<file path="src/hdl/aqwc_pkg.sv">
// Shared types and constants for the air quality window classifier.
// Holds the configuration layout, sample record, verdict codes and sequencer states.
// No dependencies.
package aqwc_pkg;

    // Default window depth in samples.
    localparam int AQWC_WINDOW = 30;

    // Saturation value of the alarm and good run counters.
    localparam logic [2:0] RUN_MAX = 3'd7;

    // Configuration reset values.
    localparam logic [15:0] CFG_RST_WARMUP_MS  = 16'd10000;
    localparam logic [15:0] CFG_RST_VOC_DROP   = 16'd500;
    localparam logic [13:0] CFG_RST_HUM_LIMIT  = 14'd7500;
    localparam logic [14:0] CFG_RST_TEMP_RISE  = 15'd200;
    localparam logic [15:0] CFG_RST_BASE_BAND  = 16'd200;
    localparam logic [2:0]  CFG_RST_CONFIRM    = 3'd3;

    // Configuration register indexes.
    typedef enum logic [2:0] {
        CFG_WARMUP_MS = 3'd0,
        CFG_VOC_DROP  = 3'd1,
        CFG_HUM_LIMIT = 3'd2,
        CFG_TEMP_RISE = 3'd3,
        CFG_BASE_BAND = 3'd4,
        CFG_CONFIRM   = 3'd5
    } t_cfg_idx;

    // Configuration register file contents.
    typedef struct packed {
        logic [15:0] warmup_ms;
        logic [15:0] voc_drop_limit;
        logic [13:0] humidity_limit;
        logic [14:0] temp_rise_limit;
        logic [15:0] baseline_band;
        logic [2:0]  confirm_runs;
    } t_cfg;

    // One sensor sample as stored in the window memory.
    typedef struct packed {
        logic        [15:0] voc;
        logic        [13:0] hum;
        logic signed [14:0] temp;
    } t_sample;

    // Reported verdict codes.
    typedef enum logic [1:0] {
        VERDICT_WARM = 2'd0,
        VERDICT_POOR = 2'd1,
        VERDICT_GOOD = 2'd2
    } t_verdict;

    // Channel currently handed to the shared divider.
    typedef enum logic [1:0] {
        CH_VOC  = 2'd0,
        CH_HUM  = 2'd1,
        CH_TEMP = 2'd2
    } t_chan;

    // Sequencer states.
    typedef enum logic [2:0] {
        S_IDLE   = 3'd0,
        S_UPD    = 3'd1,
        S_DSTART = 3'd2,
        S_DWAIT  = 3'd3,
        S_EVAL   = 3'd4,
        S_OUT    = 3'd5
    } t_state;

endpackage

</file>
<file path="src/hdl/aqwc_div.sv">
// Shared restoring divider, one quotient bit per cycle.
// Divides an unsigned dividend by a small unsigned nonzero divisor.
// Depends on nothing outside this file.
module aqwc_div #(
    parameter int DW = 21,
    parameter int CW = 5
) (
    input  logic          i_clk,
    input  logic          i_rst_n,
    input  logic          i_start,
    input  logic [DW-1:0] i_dividend,
    input  logic [CW-1:0] i_divisor,
    output logic          o_busy,
    output logic          o_done,
    output logic [DW-1:0] o_quot
);

    localparam int NW = $clog2(DW + 1);

    logic [DW-1:0] r_dq;
    logic [CW-1:0] r_rem;
    logic [CW-1:0] r_dvs;
    logic [NW-1:0] r_cnt;
    logic          r_busy;
    logic          r_done;

    logic [CW:0]   trial;
    logic [CW:0]   diff;
    logic          ge;

    // One restoring step: shift in the next dividend bit and try the subtraction.
    always_comb begin
        trial = {r_rem, r_dq[DW-1]};
        diff  = trial - {1'b0, r_dvs};
        ge    = (trial >= {1'b0, r_dvs});
    end

    // Step counter and completion flag.
    always_ff @(posedge i_clk) begin
        if (!i_rst_n) begin
            r_busy <= 1'b0;
            r_done <= 1'b0;
            r_cnt  <= '0;
        end else if (i_start) begin
            r_busy <= 1'b1;
            r_done <= 1'b0;
            r_cnt  <= NW'(DW);
        end else if (r_busy) begin
            r_cnt <= r_cnt - 1'b1;
            if (r_cnt == NW'(1)) begin
                r_busy <= 1'b0;
                r_done <= 1'b1;
            end
        end else begin
            r_done <= 1'b0;
        end
    end

    // Dividend shifts out at the top while quotient bits enter at the bottom.
    always_ff @(posedge i_clk) begin
        if (i_start) begin
            r_dq  <= i_dividend;
            r_rem <= '0;
            r_dvs <= i_divisor;
        end else if (r_busy) begin
            r_dq  <= {r_dq[DW-2:0], ge};
            r_rem <= ge ? diff[CW-1:0] : trial[CW-1:0];
        end
    end

    assign o_busy = r_busy;
    assign o_done = r_done;
    assign o_quot = r_dq;

endmodule

</file>
<file path="src/hdl/aqwc_ring.sv">
// Sample window memory with write pointer, fill count and running channel sums.
// Uses t_sample from aqwc_pkg.
// The oldest entry is read in the cycle before its overwrite so the sums stay exact.
module aqwc_ring
    import aqwc_pkg::*;
#(
    parameter int WINDOW = AQWC_WINDOW,
    parameter int CW     = $clog2(WINDOW + 1)
) (
    input  logic                     i_clk,
    input  logic                     i_rst_n,
    input  logic                     i_rd_en,
    input  logic                     i_wr_en,
    input  t_sample                  i_wr_data,
    output logic [CW-1:0]            o_fill,
    output logic [16+CW-1:0]         o_vsum,
    output logic [14+CW-1:0]         o_hsum,
    output logic signed [15+CW-1:0]  o_tsum
);

    localparam int AW  = (WINDOW > 1) ? $clog2(WINDOW) : 1;
    localparam int VSW = 16 + CW;
    localparam int HSW = 14 + CW;
    localparam int TSW = 15 + CW;

    t_sample                r_mem [WINDOW];
    t_sample                r_old;
    logic [AW-1:0]          r_wp;
    logic [CW-1:0]          r_fill;
    logic [VSW-1:0]         r_vsum;
    logic [HSW-1:0]         r_hsum;
    logic signed [TSW-1:0]  r_tsum;

    logic                   full;
    t_sample                sub;
    logic [VSW-1:0]         n_vsum;
    logic [HSW-1:0]         n_hsum;
    logic signed [TSW-1:0]  n_tsum;
    logic [AW-1:0]          n_wp;

    // Window memory: read the entry about to be replaced, then overwrite it.
    always_ff @(posedge i_clk) begin
        if (i_wr_en) begin
            r_mem[r_wp] <= i_wr_data;
        end
        if (i_rd_en) begin
            r_old <= r_mem[r_wp];
        end
    end

    // Add the new sample; drop the replaced one only once the window is full.
    always_comb begin
        full   = (r_fill == CW'(WINDOW));
        sub    = full ? r_old : '0;
        n_vsum = r_vsum + {{CW{1'b0}}, i_wr_data.voc} - {{CW{1'b0}}, sub.voc};
        n_hsum = r_hsum + {{CW{1'b0}}, i_wr_data.hum} - {{CW{1'b0}}, sub.hum};
        n_tsum = r_tsum + {{CW{i_wr_data.temp[14]}}, i_wr_data.temp}
                        - {{CW{sub.temp[14]}}, sub.temp};
        n_wp   = (r_wp == AW'(WINDOW - 1)) ? '0 : r_wp + 1'b1;
    end

    // Pointer, fill count and sums.
    always_ff @(posedge i_clk) begin
        if (!i_rst_n) begin
            r_wp   <= '0;
            r_fill <= '0;
            r_vsum <= '0;
            r_hsum <= '0;
            r_tsum <= '0;
        end else if (i_wr_en) begin
            r_wp   <= n_wp;
            r_vsum <= n_vsum;
            r_hsum <= n_hsum;
            r_tsum <= n_tsum;
            if (!full) begin
                r_fill <= r_fill + 1'b1;
            end
        end
    end

    assign o_fill = r_fill;
    assign o_vsum = r_vsum;
    assign o_hsum = r_hsum;
    assign o_tsum = r_tsum;

endmodule

</file>
<file path="src/hdl/aqwc_judge.sv">
// Alarm decision, run counters, verdict and baseline tracking.
// Uses t_cfg, t_verdict and RUN_MAX from aqwc_pkg.
// State advances once per classified transaction on i_eval.
module aqwc_judge
    import aqwc_pkg::*;
(
    input  logic               i_clk,
    input  logic               i_rst_n,
    input  logic               i_eval,
    input  t_cfg               i_cfg,
    input  logic [15:0]        i_vavg,
    input  logic [13:0]        i_havg,
    input  logic signed [14:0] i_tavg,
    output t_verdict           o_verdict,
    output logic               o_alarm
);

    logic               r_base_valid;
    logic [15:0]        r_base_voc;
    logic signed [14:0] r_base_temp;
    logic [2:0]         r_alarm_run;
    logic [2:0]         r_good_run;
    logic               r_last_good;
    logic               r_alarm;

    logic [15:0]        bv;
    logic signed [14:0] bt;
    logic signed [16:0] rise;
    logic               alarm;
    logic [2:0]         n_alarm_run;
    logic [2:0]         n_good_run;
    logic               n_last_good;
    logic               track_voc;
    logic [18:0]        voc_mix;
    logic signed [18:0] bt_ext;
    logic signed [18:0] temp_mix;
    logic signed [18:0] temp_adj;
    logic [15:0]        n_base_voc;
    logic signed [14:0] n_base_temp;

    // Alarm tests against the baselines, which the first classified sample sets.
    always_comb begin
        bv    = r_base_valid ? r_base_voc  : i_vavg;
        bt    = r_base_valid ? r_base_temp : i_tavg;
        rise  = {{2{i_tavg[14]}}, i_tavg} - {{2{bt[14]}}, bt};
        alarm = (({1'b0, i_vavg} + {1'b0, i_cfg.voc_drop_limit}) < {1'b0, bv})
             || (i_havg > i_cfg.humidity_limit)
             || (rise > $signed({2'b00, i_cfg.temp_rise_limit}));
    end

    // Saturating run counters and the held verdict.
    always_comb begin
        n_last_good = r_last_good;
        if (alarm) begin
            n_alarm_run = (r_alarm_run == RUN_MAX) ? RUN_MAX : r_alarm_run + 1'b1;
            n_good_run  = '0;
            if (n_alarm_run >= i_cfg.confirm_runs) begin
                n_last_good = 1'b0;
            end
        end else begin
            n_good_run  = (r_good_run == RUN_MAX) ? RUN_MAX : r_good_run + 1'b1;
            n_alarm_run = '0;
            if (n_good_run >= i_cfg.confirm_runs) begin
                n_last_good = 1'b1;
            end
        end
    end

    // Baselines move one eighth toward the averages on samples without an alarm; the VOC
    // baseline only while its average is below baseline plus band. The temperature division truncates toward zero.
    always_comb begin
        track_voc   = ({1'b0, i_vavg} < ({1'b0, bv} + {1'b0, i_cfg.baseline_band}));
        voc_mix     = ({3'b000, bv} << 3) - {3'b000, bv} + {3'b000, i_vavg};
        bt_ext      = {{4{bt[14]}}, bt};
        temp_mix    = (bt_ext <<< 3) - bt_ext + {{4{i_tavg[14]}}, i_tavg};
        temp_adj    = temp_mix[18] ? temp_mix + 19'sd7 : temp_mix;
        n_base_voc  = bv;
        n_base_temp = bt;
        if (!alarm) begin
            if (track_voc) begin
                n_base_voc = voc_mix[18:3];
            end
            n_base_temp = temp_adj[17:3];
        end
    end

    always_ff @(posedge i_clk) begin
        if (!i_rst_n) begin
            r_base_valid <= 1'b0;
            r_base_voc   <= '0;
            r_base_temp  <= '0;
            r_alarm_run  <= '0;
            r_good_run   <= '0;
            r_last_good  <= 1'b0;
            r_alarm      <= 1'b0;
        end else if (i_eval) begin
            r_base_valid <= 1'b1;
            r_base_voc   <= n_base_voc;
            r_base_temp  <= n_base_temp;
            r_alarm_run  <= n_alarm_run;
            r_good_run   <= n_good_run;
            r_last_good  <= n_last_good;
            r_alarm      <= alarm;
        end
    end

    assign o_verdict = r_last_good ? VERDICT_GOOD : VERDICT_POOR;
    assign o_alarm   = r_alarm;

endmodule

</file>
<file path="src/hdl/air_quality_window_classifier.sv">
// Top level of the air quality window classifier.
// Instantiates aqwc_ring, aqwc_div and aqwc_judge; types come from aqwc_pkg.
// Holds the configuration registers, the sequencer and the result register.
//
// Usage:
// - Input channel: i_in_valid with o_in_stall carries one sensor sample per
//   transaction. Output channel: o_out_valid with i_out_stall carries one
//   result per sample, in order.
// - The block works on one sample at a time and stalls its input until the
//   result has been placed in the output register.
// - A sample still inside the warm-up time goes from the window update straight
//   to the output register. A classified sample also passes through a divider
//   start and wait per channel, as the shared divider produces the three channel
//   averages one after another at one quotient bit per cycle, then evaluation.
//   A new sample is taken the cycle after the result loads.
// - Window sums are kept running, so no pass over the window entries is needed.
// - When the receiver stalls, the result waits in the output register; the
//   next sample may be accepted and worked on, and its result waits until the
//   register frees.
// - Reset empties the window, clears the start time, baselines and run
//   counters, and restores the configuration defaults. Configuration writes
//   take effect at once and are meant for idle periods.
module air_quality_window_classifier
    import aqwc_pkg::*;
#(
    parameter int WINDOW = AQWC_WINDOW
) (
    input  logic               i_clk,
    input  logic               i_rst_n,
    input  logic               i_cfg_we,
    input  logic [2:0]         i_cfg_index,
    input  logic [15:0]        i_cfg_data,
    input  logic               i_in_valid,
    output logic               o_in_stall,
    input  logic [15:0]        i_voc_sample,
    input  logic signed [14:0] i_temperature,
    input  logic [13:0]        i_humidity,
    input  logic [31:0]        i_time_ms,
    output logic               o_out_valid,
    input  logic               i_out_stall,
    output logic [1:0]         o_verdict,
    output logic               o_alarm_now,
    output logic [15:0]        o_voc_average,
    output logic [13:0]        o_humidity_average,
    output logic signed [14:0] o_temperature_average
);

    localparam int CW = $clog2(WINDOW + 1);
    localparam int DW = 16 + CW;

    t_cfg                  r_cfg;
    t_state                r_state;
    t_state                n_state;
    t_chan                 r_chan;
    t_sample               r_sample;
    logic                  r_started;
    logic [31:0]           r_start_time;
    logic                  r_warm;
    logic [15:0]           r_vavg;
    logic [13:0]           r_havg;
    logic signed [14:0]    r_tavg;
    logic                  r_out_valid;
    t_verdict              r_verdict;
    logic                  r_alarm;
    logic [15:0]           r_voc_out;
    logic [13:0]           r_hum_out;
    logic signed [14:0]    r_temp_out;

    logic                  accept;
    logic                  ring_wr;
    logic                  div_start;
    logic                  judge_eval;
    logic                  out_load;
    logic [31:0]           elapsed;
    logic [CW-1:0]         fill;
    logic [DW-1:0]         vsum;
    logic [14+CW-1:0]      hsum;
    logic signed [15+CW-1:0] tsum;
    logic [DW-1:0]         tsum_ext;
    logic [DW-1:0]         tmag;
    logic [DW-1:0]         dividend;
    logic                  div_busy;
    logic                  div_done;
    logic [DW-1:0]         quot;
    logic [14:0]           tquot;
    t_verdict              judge_verdict;
    logic                  judge_alarm;

    // Configuration register file.
    always_ff @(posedge i_clk) begin
        if (!i_rst_n) begin
            r_cfg.warmup_ms       <= CFG_RST_WARMUP_MS;
            r_cfg.voc_drop_limit  <= CFG_RST_VOC_DROP;
            r_cfg.humidity_limit  <= CFG_RST_HUM_LIMIT;
            r_cfg.temp_rise_limit <= CFG_RST_TEMP_RISE;
            r_cfg.baseline_band   <= CFG_RST_BASE_BAND;
            r_cfg.confirm_runs    <= CFG_RST_CONFIRM;
        end else if (i_cfg_we) begin
            unique case (t_cfg_idx'(i_cfg_index))
                CFG_WARMUP_MS: r_cfg.warmup_ms       <= i_cfg_data;
                CFG_VOC_DROP:  r_cfg.voc_drop_limit  <= i_cfg_data;
                CFG_HUM_LIMIT: r_cfg.humidity_limit  <= i_cfg_data[13:0];
                CFG_TEMP_RISE: r_cfg.temp_rise_limit <= i_cfg_data[14:0];
                CFG_BASE_BAND: r_cfg.baseline_band   <= i_cfg_data;
                CFG_CONFIRM:   r_cfg.confirm_runs    <= i_cfg_data[2:0];
                default: ;
            endcase
        end
    end

    // Sequencer next state.
    always_comb begin
        n_state = r_state;
        unique case (r_state)
            S_IDLE:   if (i_in_valid) n_state = S_UPD;
            S_UPD:    n_state = r_warm ? S_OUT : S_DSTART;
            S_DSTART: n_state = S_DWAIT;
            S_DWAIT: begin
                if (div_done) begin
                    n_state = (r_chan == CH_TEMP) ? S_EVAL : S_DSTART;
                end
            end
            S_EVAL:   n_state = S_OUT;
            S_OUT:    if (!r_out_valid || !i_out_stall) n_state = S_IDLE;
            default:  n_state = S_IDLE;
        endcase
    end

    // Sequencer outputs.
    always_comb begin
        o_in_stall = (r_state != S_IDLE);
        accept     = (r_state == S_IDLE) && i_in_valid;
        ring_wr    = (r_state == S_UPD);
        div_start  = (r_state == S_DSTART);
        judge_eval = (r_state == S_EVAL);
        out_load   = (r_state == S_OUT) && (!r_out_valid || !i_out_stall);
    end

    always_ff @(posedge i_clk) begin
        if (!i_rst_n) begin
            r_state <= S_IDLE;
        end else begin
            r_state <= n_state;
        end
    end

    // Time since the first sample, which wraps with the timestamp.
    assign elapsed = i_time_ms - (r_started ? r_start_time : i_time_ms);

    // Start time capture and the warm-up decision for the accepted sample.
    always_ff @(posedge i_clk) begin
        if (!i_rst_n) begin
            r_started    <= 1'b0;
            r_start_time <= '0;
            r_warm       <= 1'b0;
        end else if (accept) begin
            r_warm <= (elapsed < {16'd0, r_cfg.warmup_ms});
            if (!r_started) begin
                r_started    <= 1'b1;
                r_start_time <= i_time_ms;
            end
        end
    end

    always_ff @(posedge i_clk) begin
        if (accept) begin
            r_sample.voc  <= i_voc_sample;
            r_sample.hum  <= i_humidity;
            r_sample.temp <= i_temperature;
        end
    end

    aqwc_ring #(
        .WINDOW (WINDOW),
        .CW     (CW)
    ) u_ring (
        .i_clk     (i_clk),
        .i_rst_n   (i_rst_n),
        .i_rd_en   (accept),
        .i_wr_en   (ring_wr),
        .i_wr_data (r_sample),
        .o_fill    (fill),
        .o_vsum    (vsum),
        .o_hsum    (hsum),
        .o_tsum    (tsum)
    );

    // Divider operand: the temperature sum is divided as a magnitude.
    always_comb begin
        tsum_ext = {tsum[15+CW-1], tsum};
        tmag     = tsum[15+CW-1] ? (~tsum_ext + 1'b1) : tsum_ext;
        case (r_chan)
            CH_VOC:  dividend = vsum;
            CH_HUM:  dividend = {2'b00, hsum};
            CH_TEMP: dividend = tmag;
            default: dividend = vsum;
        endcase
    end

    aqwc_div #(
        .DW (DW),
        .CW (CW)
    ) u_div (
        .i_clk      (i_clk),
        .i_rst_n    (i_rst_n),
        .i_start    (div_start),
        .i_dividend (dividend),
        .i_divisor  (fill),
        .o_busy     (div_busy),
        .o_done     (div_done),
        .o_quot     (quot)
    );

    // Quotient capture; the temperature sign goes back on after division.
    assign tquot = quot[14:0];

    always_ff @(posedge i_clk) begin
        if (!i_rst_n) begin
            r_chan <= CH_VOC;
        end else if (ring_wr) begin
            r_chan <= CH_VOC;
        end else if ((r_state == S_DWAIT) && div_done) begin
            case (r_chan)
                CH_VOC:  r_chan <= CH_HUM;
                CH_HUM:  r_chan <= CH_TEMP;
                default: r_chan <= CH_VOC;
            endcase
        end
    end

    always_ff @(posedge i_clk) begin
        if ((r_state == S_DWAIT) && div_done) begin
            case (r_chan)
                CH_VOC:  r_vavg <= quot[15:0];
                CH_HUM:  r_havg <= quot[13:0];
                CH_TEMP: r_tavg <= tsum[15+CW-1] ? -$signed(tquot) : $signed(tquot);
                default: ;
            endcase
        end
    end

    aqwc_judge u_judge (
        .i_clk     (i_clk),
        .i_rst_n   (i_rst_n),
        .i_eval    (judge_eval),
        .i_cfg     (r_cfg),
        .i_vavg    (r_vavg),
        .i_havg    (r_havg),
        .i_tavg    (r_tavg),
        .o_verdict (judge_verdict),
        .o_alarm   (judge_alarm)
    );

    // Result register: a warming-up transaction reports zeros.
    always_ff @(posedge i_clk) begin
        if (!i_rst_n) begin
            r_out_valid <= 1'b0;
        end else if (out_load) begin
            r_out_valid <= 1'b1;
        end else if (!i_out_stall) begin
            r_out_valid <= 1'b0;
        end
    end

    always_ff @(posedge i_clk) begin
        if (out_load) begin
            if (r_warm) begin
                r_verdict  <= VERDICT_WARM;
                r_alarm    <= 1'b0;
                r_voc_out  <= '0;
                r_hum_out  <= '0;
                r_temp_out <= '0;
            end else begin
                r_verdict  <= judge_verdict;
                r_alarm    <= judge_alarm;
                r_voc_out  <= r_vavg;
                r_hum_out  <= r_havg;
                r_temp_out <= r_tavg;
            end
        end
    end

    assign o_out_valid           = r_out_valid;
    assign o_verdict             = r_verdict;
    assign o_alarm_now           = r_alarm;
    assign o_voc_average         = r_voc_out;
    assign o_humidity_average    = r_hum_out;
    assign o_temperature_average = r_temp_out;

    // A warming-up result carries no alarm and zero averages.
    a_warm_zero: assert property (@(posedge i_clk) disable iff (!i_rst_n)
        (r_out_valid && (r_verdict == VERDICT_WARM)) |->
        (!r_alarm && (r_voc_out == '0) && (r_hum_out == '0) && (r_temp_out == '0)))
        else $error("warming-up result carries nonzero fields");

    // An accepted transaction always goes on to update the window.
    a_accept_upd: assert property (@(posedge i_clk) disable iff (!i_rst_n)
        accept |=> (r_state == S_UPD))
        else $error("accepted transaction did not reach the window update");

    // The divider is never restarted while it is still working.
    a_div_free: assert property (@(posedge i_clk) disable iff (!i_rst_n)
        div_start |-> !div_busy)
        else $error("divider started while busy");

    // Classification only runs with at least one sample in the window.
    a_fill_nonzero: assert property (@(posedge i_clk) disable iff (!i_rst_n)
        div_start |-> (fill != '0))
        else $error("division started with an empty window");

endmodule
</file>
<file path="config.mk">
export PLATFORM = sky130hd
export DESIGN_NAME = air_quality_window_classifier
export DESIGN_NICKNAME = d
export VERILOG_FILES = /design/src/hdl/aqwc_pkg.sv /design/src/hdl/aqwc_div.sv /design/src/hdl/aqwc_ring.sv /design/src/hdl/aqwc_judge.sv /design/src/hdl/air_quality_window_classifier.sv
export SDC_FILE = /design/constraint.sdc
export NUM_CORES = 2
export LEC_CHECK = 0
export BUFFER_PORTS_ARGS = -buffer_cell sky130_fd_sc_hd__buf_2
export CELL_PAD_IN_SITES_DETAIL_PLACEMENT = 0
export CELL_PAD_IN_SITES_GLOBAL_PLACEMENT = 2
export CORE_MARGIN = 2
export CORE_UTILIZATION = 43
export CTS_BUF_LIST = sky130_fd_sc_hd__clkbuf_2 sky130_fd_sc_hd__clkbuf_4 sky130_fd_sc_hd__clkbuf_8
export CTS_CLUSTER_DIAMETER = 50
export DETAILED_ROUTE_END_ITERATION = 12
export GPL_ROUTABILITY_DRIVEN = 1
export PLACE_DENSITY = 0.87
export SLEW_MARGIN = 10
export SYNTH_ARGS = -nofsm -noshare
export SYNTH_HDL_FRONTEND = slang
export SYNTH_SLANG_ARGS = --single-unit
</file>
<file path="constraint.sdc">
create_clock -name i_clk -period 6 [get_ports i_clk]
set_clock_uncertainty 0.2 [all_clocks]
set_input_delay 0.6 -clock i_clk [delete_from_list [all_inputs] [get_ports i_clk]]
set_output_delay 0.6 -clock i_clk [all_outputs]
set_load 0.02 [all_outputs]
</file>
==> summary.txt <==
Status
  • Outcome: finished, final reports clean

Critical path
  • Worst EP arrival: 6.40 ns
  • Setup crit start kind: flip-flop
  • Worst r2r src: u_judge.r_base_valid
  • CP max FO: 6
  • FF-to-FF End: u_judge.r_base_voc[14]
  • Worst path required time: 6.72 ns
  • Worst reg-to-reg setup slack: 0.32 ns
  • Worst r2r path cells: 22
  • Worst setup EP type: flip-flop
  • CP Class: reg -> reg

Power
  • Sw frac: 25.87%
  • Lkg Pwr: 32.11 nW
  • Logic gate share of total power: 14.0%
  • Switch Pwr: 7.629 mW
  • Pwr dens: 318.4 mW/mm^2
  • Pint: 21.86 mW
  • VDD IR max: 0.2625 mV
  • Clock Power Share: 37.3%
  • Reg power frac: 48.7%

STA
  • Fin Setup TNS: 0 ns
  • Max Clk Rate: 0.1761 GHz
  • Final setup violation count: 0
  • Final period utilization: 94.64%
  • Worst-Margin Slew: 1.191 ns
  • Final WS setup: 0.3218 ns
  • Final Hold Vio Count: 0
  • RSZ-0062 raised after global routing: no
  • Final slew viol count: 0
  • Final min period: 5.678 ns
  • Slew headroom: 20.43%

Routing
  • Iteration-0 DRC Markers: 4772
  • Pre-antenna DRT Iters: 6
  • Final wirelength: 217.1 mm
  • Routed WL per cell: 24.83 um
  • DR vias: 49.46k
  • DRC viols: 0
  • Via/cell ratio: 5.655
  • Post-route ant nets: 0

Yosys
  • Post-synth ARST share: 0%
  • Cells after Synth: 5538
  • Yosys top cell area share: 57.87%
  • Yosys cell types: 100
  • Most frequent cells after synthesis: edfxtp_1 (1559), inv_1 (416), nand2_1 (385)
  • Sequential cell area fraction in the yosys report: 63.85%
  • Yosys warnings: 0
  • Avg Inst Size Synth: 14.61 sq um
  • Post-synth top area cell: edfxtp_1
  • Syn nets: 6000
  • Count leader, synth: edfxtp_1
  • Largest cells by area after synthesis: edfxtp_1 (58%), mux4_2 (8.8%), dfxtp_1 (6.0%)
  • Number of synthesized flops with an enable pin: 1559
  • Ys flop type: edfxtp_1
  • Cell Area, Synth: 0.08090 sq mm
  • Number of synthesized register bits: 1801

Floorplan
  • Die Area: 0.1916 sq mm
  • Die height: 437.8 um
  • # IOs: 151
  • CORE AREA: 0.1874 sq mm
  • Initial core utilization: 43.17%
  • Die width: 437.8 um
  • Num rows: 159

Global route
  • GRT Total Usage: 22.39%
  • First-pass GRT wire length: 319.9 mm
  • Grt total ovfl: 0
  • Number of global-route vias before repair: 49.13k
  • Initial antenna violation count: 6
  • Largest net degree at the start of global routing: 114

CTS
  • Worst-Skew Late Latency: 1.07 ns
  • CTS tree: done
  • Sink Count: 1801
  • Reg clk slew, reported paths: 0.06 ns
  • Cell chosen for the clock root: clkbuf_8
  • Max clock buf depth: 4
  • CTS buffer count: 317
  • H-tree levels: 5

Worst hold path
  • Hold_sp: i_humidity[12]
  • Worst hold stages: 2
  • WHS Endpoint: r_sample[27]
  • Hold WC Path Type: in -> reg

Job
  • Max Cap Violations: 0

Placed design
  • Worst slack, placed: 0.07940 ns
  • Routability congestion estimate: 0.8920
  • Hpwl dp: 132.0 mm
  • I/O Buffers: 150

Layout
  • Layout cells sized above 1: 18.88%
  • Nets: 6488
  • Syn-to-layout area delta: 14.50%
-- power by group through the flow --
stage | registers [mW] | logic (mW) | clock network [mW]
finish | 14.4 | 4.13 | 11.0
CTS | 14.4 | 4.14 | 11.2
detailed placement | 14.6 | 4.06 | 0
floorplan | 14.5 | 3.04 | 0
global placement | 14.6 | 4.01 | 0
global route | 14.4 | 4.58 | 11.7
-- kinds of logic after synthesis --
| family | share of synthesized area, % |
|---|---|
| compound gates | 8.019 |
| xor+xnor | 1.905 |
| fa+ha+maj | 6.353 |
| buf+inv | 3.175 |
| flops | 63.85 |
| mux | 10.27 |
| simple gates | 6.421 |
-- state kept, by name, indices dropped and copies added (netlist names), 5 cells and up --
signal / flops
o_humidity_average: 14
r_vavg: 16
u_div.r_cnt: 5
r_havg: 14
u_ring.o_fill: 5
u_ring.o_hsum: 19
u_div.r_dvs: 5
u_ring.o_tsum: 20
r_sample: 45
r_tavg: 15
u_ring.r_mem: 1350
u_div.o_quot: 21
u_ring.r_wp: 5
u_judge.r_base_voc: 16
u_judge.r_base_temp: 15
r_cfg: 80
u_ring.o_vsum: 21
u_div.r_rem: 5
o_voc_average: 16
o_temperature_average: 15
r_start_time: 32
u_ring.r_old: 45
-- stage by stage --
stage	hold WS, ns	total power [mW]	util (%)	instances	cell area, sq um
floorplan	0.2272	17.55	-	5538	80900
detailed placement	0.2478	18.68	45.52	8076	85300
finish	0.1032	29.49	49.43	8745	92630
global placement	0.2431	18.62	45.52	8076	85300
global route	0.04255	30.68	49.43	8744	92630
CTS	0.0004415	29.67	49.37	8734	92510
-- worst max-delay path by stage --
stage | start | end | slack (ns) | cells after the start
2_1_floorplan | u_judge.r_base_valid | u_judge.r_base_temp[12] | 0.34 | 28
3_3_place_gp | u_judge.r_base_valid | u_judge.r_base_voc[1] | 0.22 | 22
3_5_place_dp | u_judge.r_base_valid | u_judge.r_base_voc[0] | 0.08 | 22
4_1_cts | u_judge.r_base_valid | u_judge.r_base_voc[0] | 0.02 | 22
5_1_grt | r_vavg[1] | u_judge.r_base_voc[14] | 0.04 | 24
6_report | u_judge.r_base_valid | u_judge.r_base_voc[14] | 0.32 | 22
-- worst max-delay path: stages, from the launching register on --
cell	delay [ns]
dfxtp_4	0.39
mux2_2	0.39
ha_1	0.24
fa_1	0.44
a21o_1	0.19
a21oi_2	0.19
nor2b_1	0.09
o41a_1	0.37
a21bo_1	0.24
nor2_1	0.11
xor2_1	0.15
ha_1	0.25
a211o_1	0.33
a211oi_1	0.21
a21boi_0	0.18
o21ai_0	0.18
a221oi_2	0.27
o21ai_0	0.12
o211ai_1	0.23
nand3_4	0.23
buf_4	0.22
mux2i_1	0.11
a211oi_1	0.25
-- final cells by class --
class	instances	area [sq um]
Multi-Input combinational cell	3072	26990
Fill cell	15810	94770
Timing Repair Buffer	416	3241
Inverter	418	1574
Clock inverter	114	772.0
Antenna cell	4	10.01
Tap cell	2495	3122
Sequential cell	1801	51670
Clock buffer	425	5249
-- per-layer routing --
metal | vias to the layer above | routed length [um] | track usage (%)
li1 | 22040 | - | -
met1 | 24930 | 88950 | 30.04
met2 | 2062 | 104800 | 36.88
met3 | 423 | 16560 | 3.970
met4 | 2 | 6775 | 7.692
met5 | - | 11 | 0
-- placed cells by master, fill, tap and decap left out, types with 83 or more instances in the layout --
cell type / Yosys / routed
mux4_2: 315 / 315
ha_1: 278 / 278
nand2_1: 385 / 384
nor2_1: 280 / 246
buf_2: 5 / 149
edfxtp_1: 1559 / 1559
inv_1: 416 / 416
dlygate4sd3_1: 0 / 119
a21oi_1: 310 / 308
mux2i_1: 117 / 116
a22oi_1: 156 / 156
clkbuf_4: 0 / 96
xnor2_1: 122 / 122
fa_1: 83 / 83
buf_4: 3 / 133
clkbuf_8: 3 / 329
dfxtp_1: 242 / 237
o21ai_0: 145 / 144
-- timing repair --
action	4_1_cts	5_1_grt
hold buffers	119	0
buffers inserted	0	6
resized for setup	0	10
setup endpoints to repair	0	16
endpoints found under the hold margin	173	0
(Power assumes the default switching activity.)
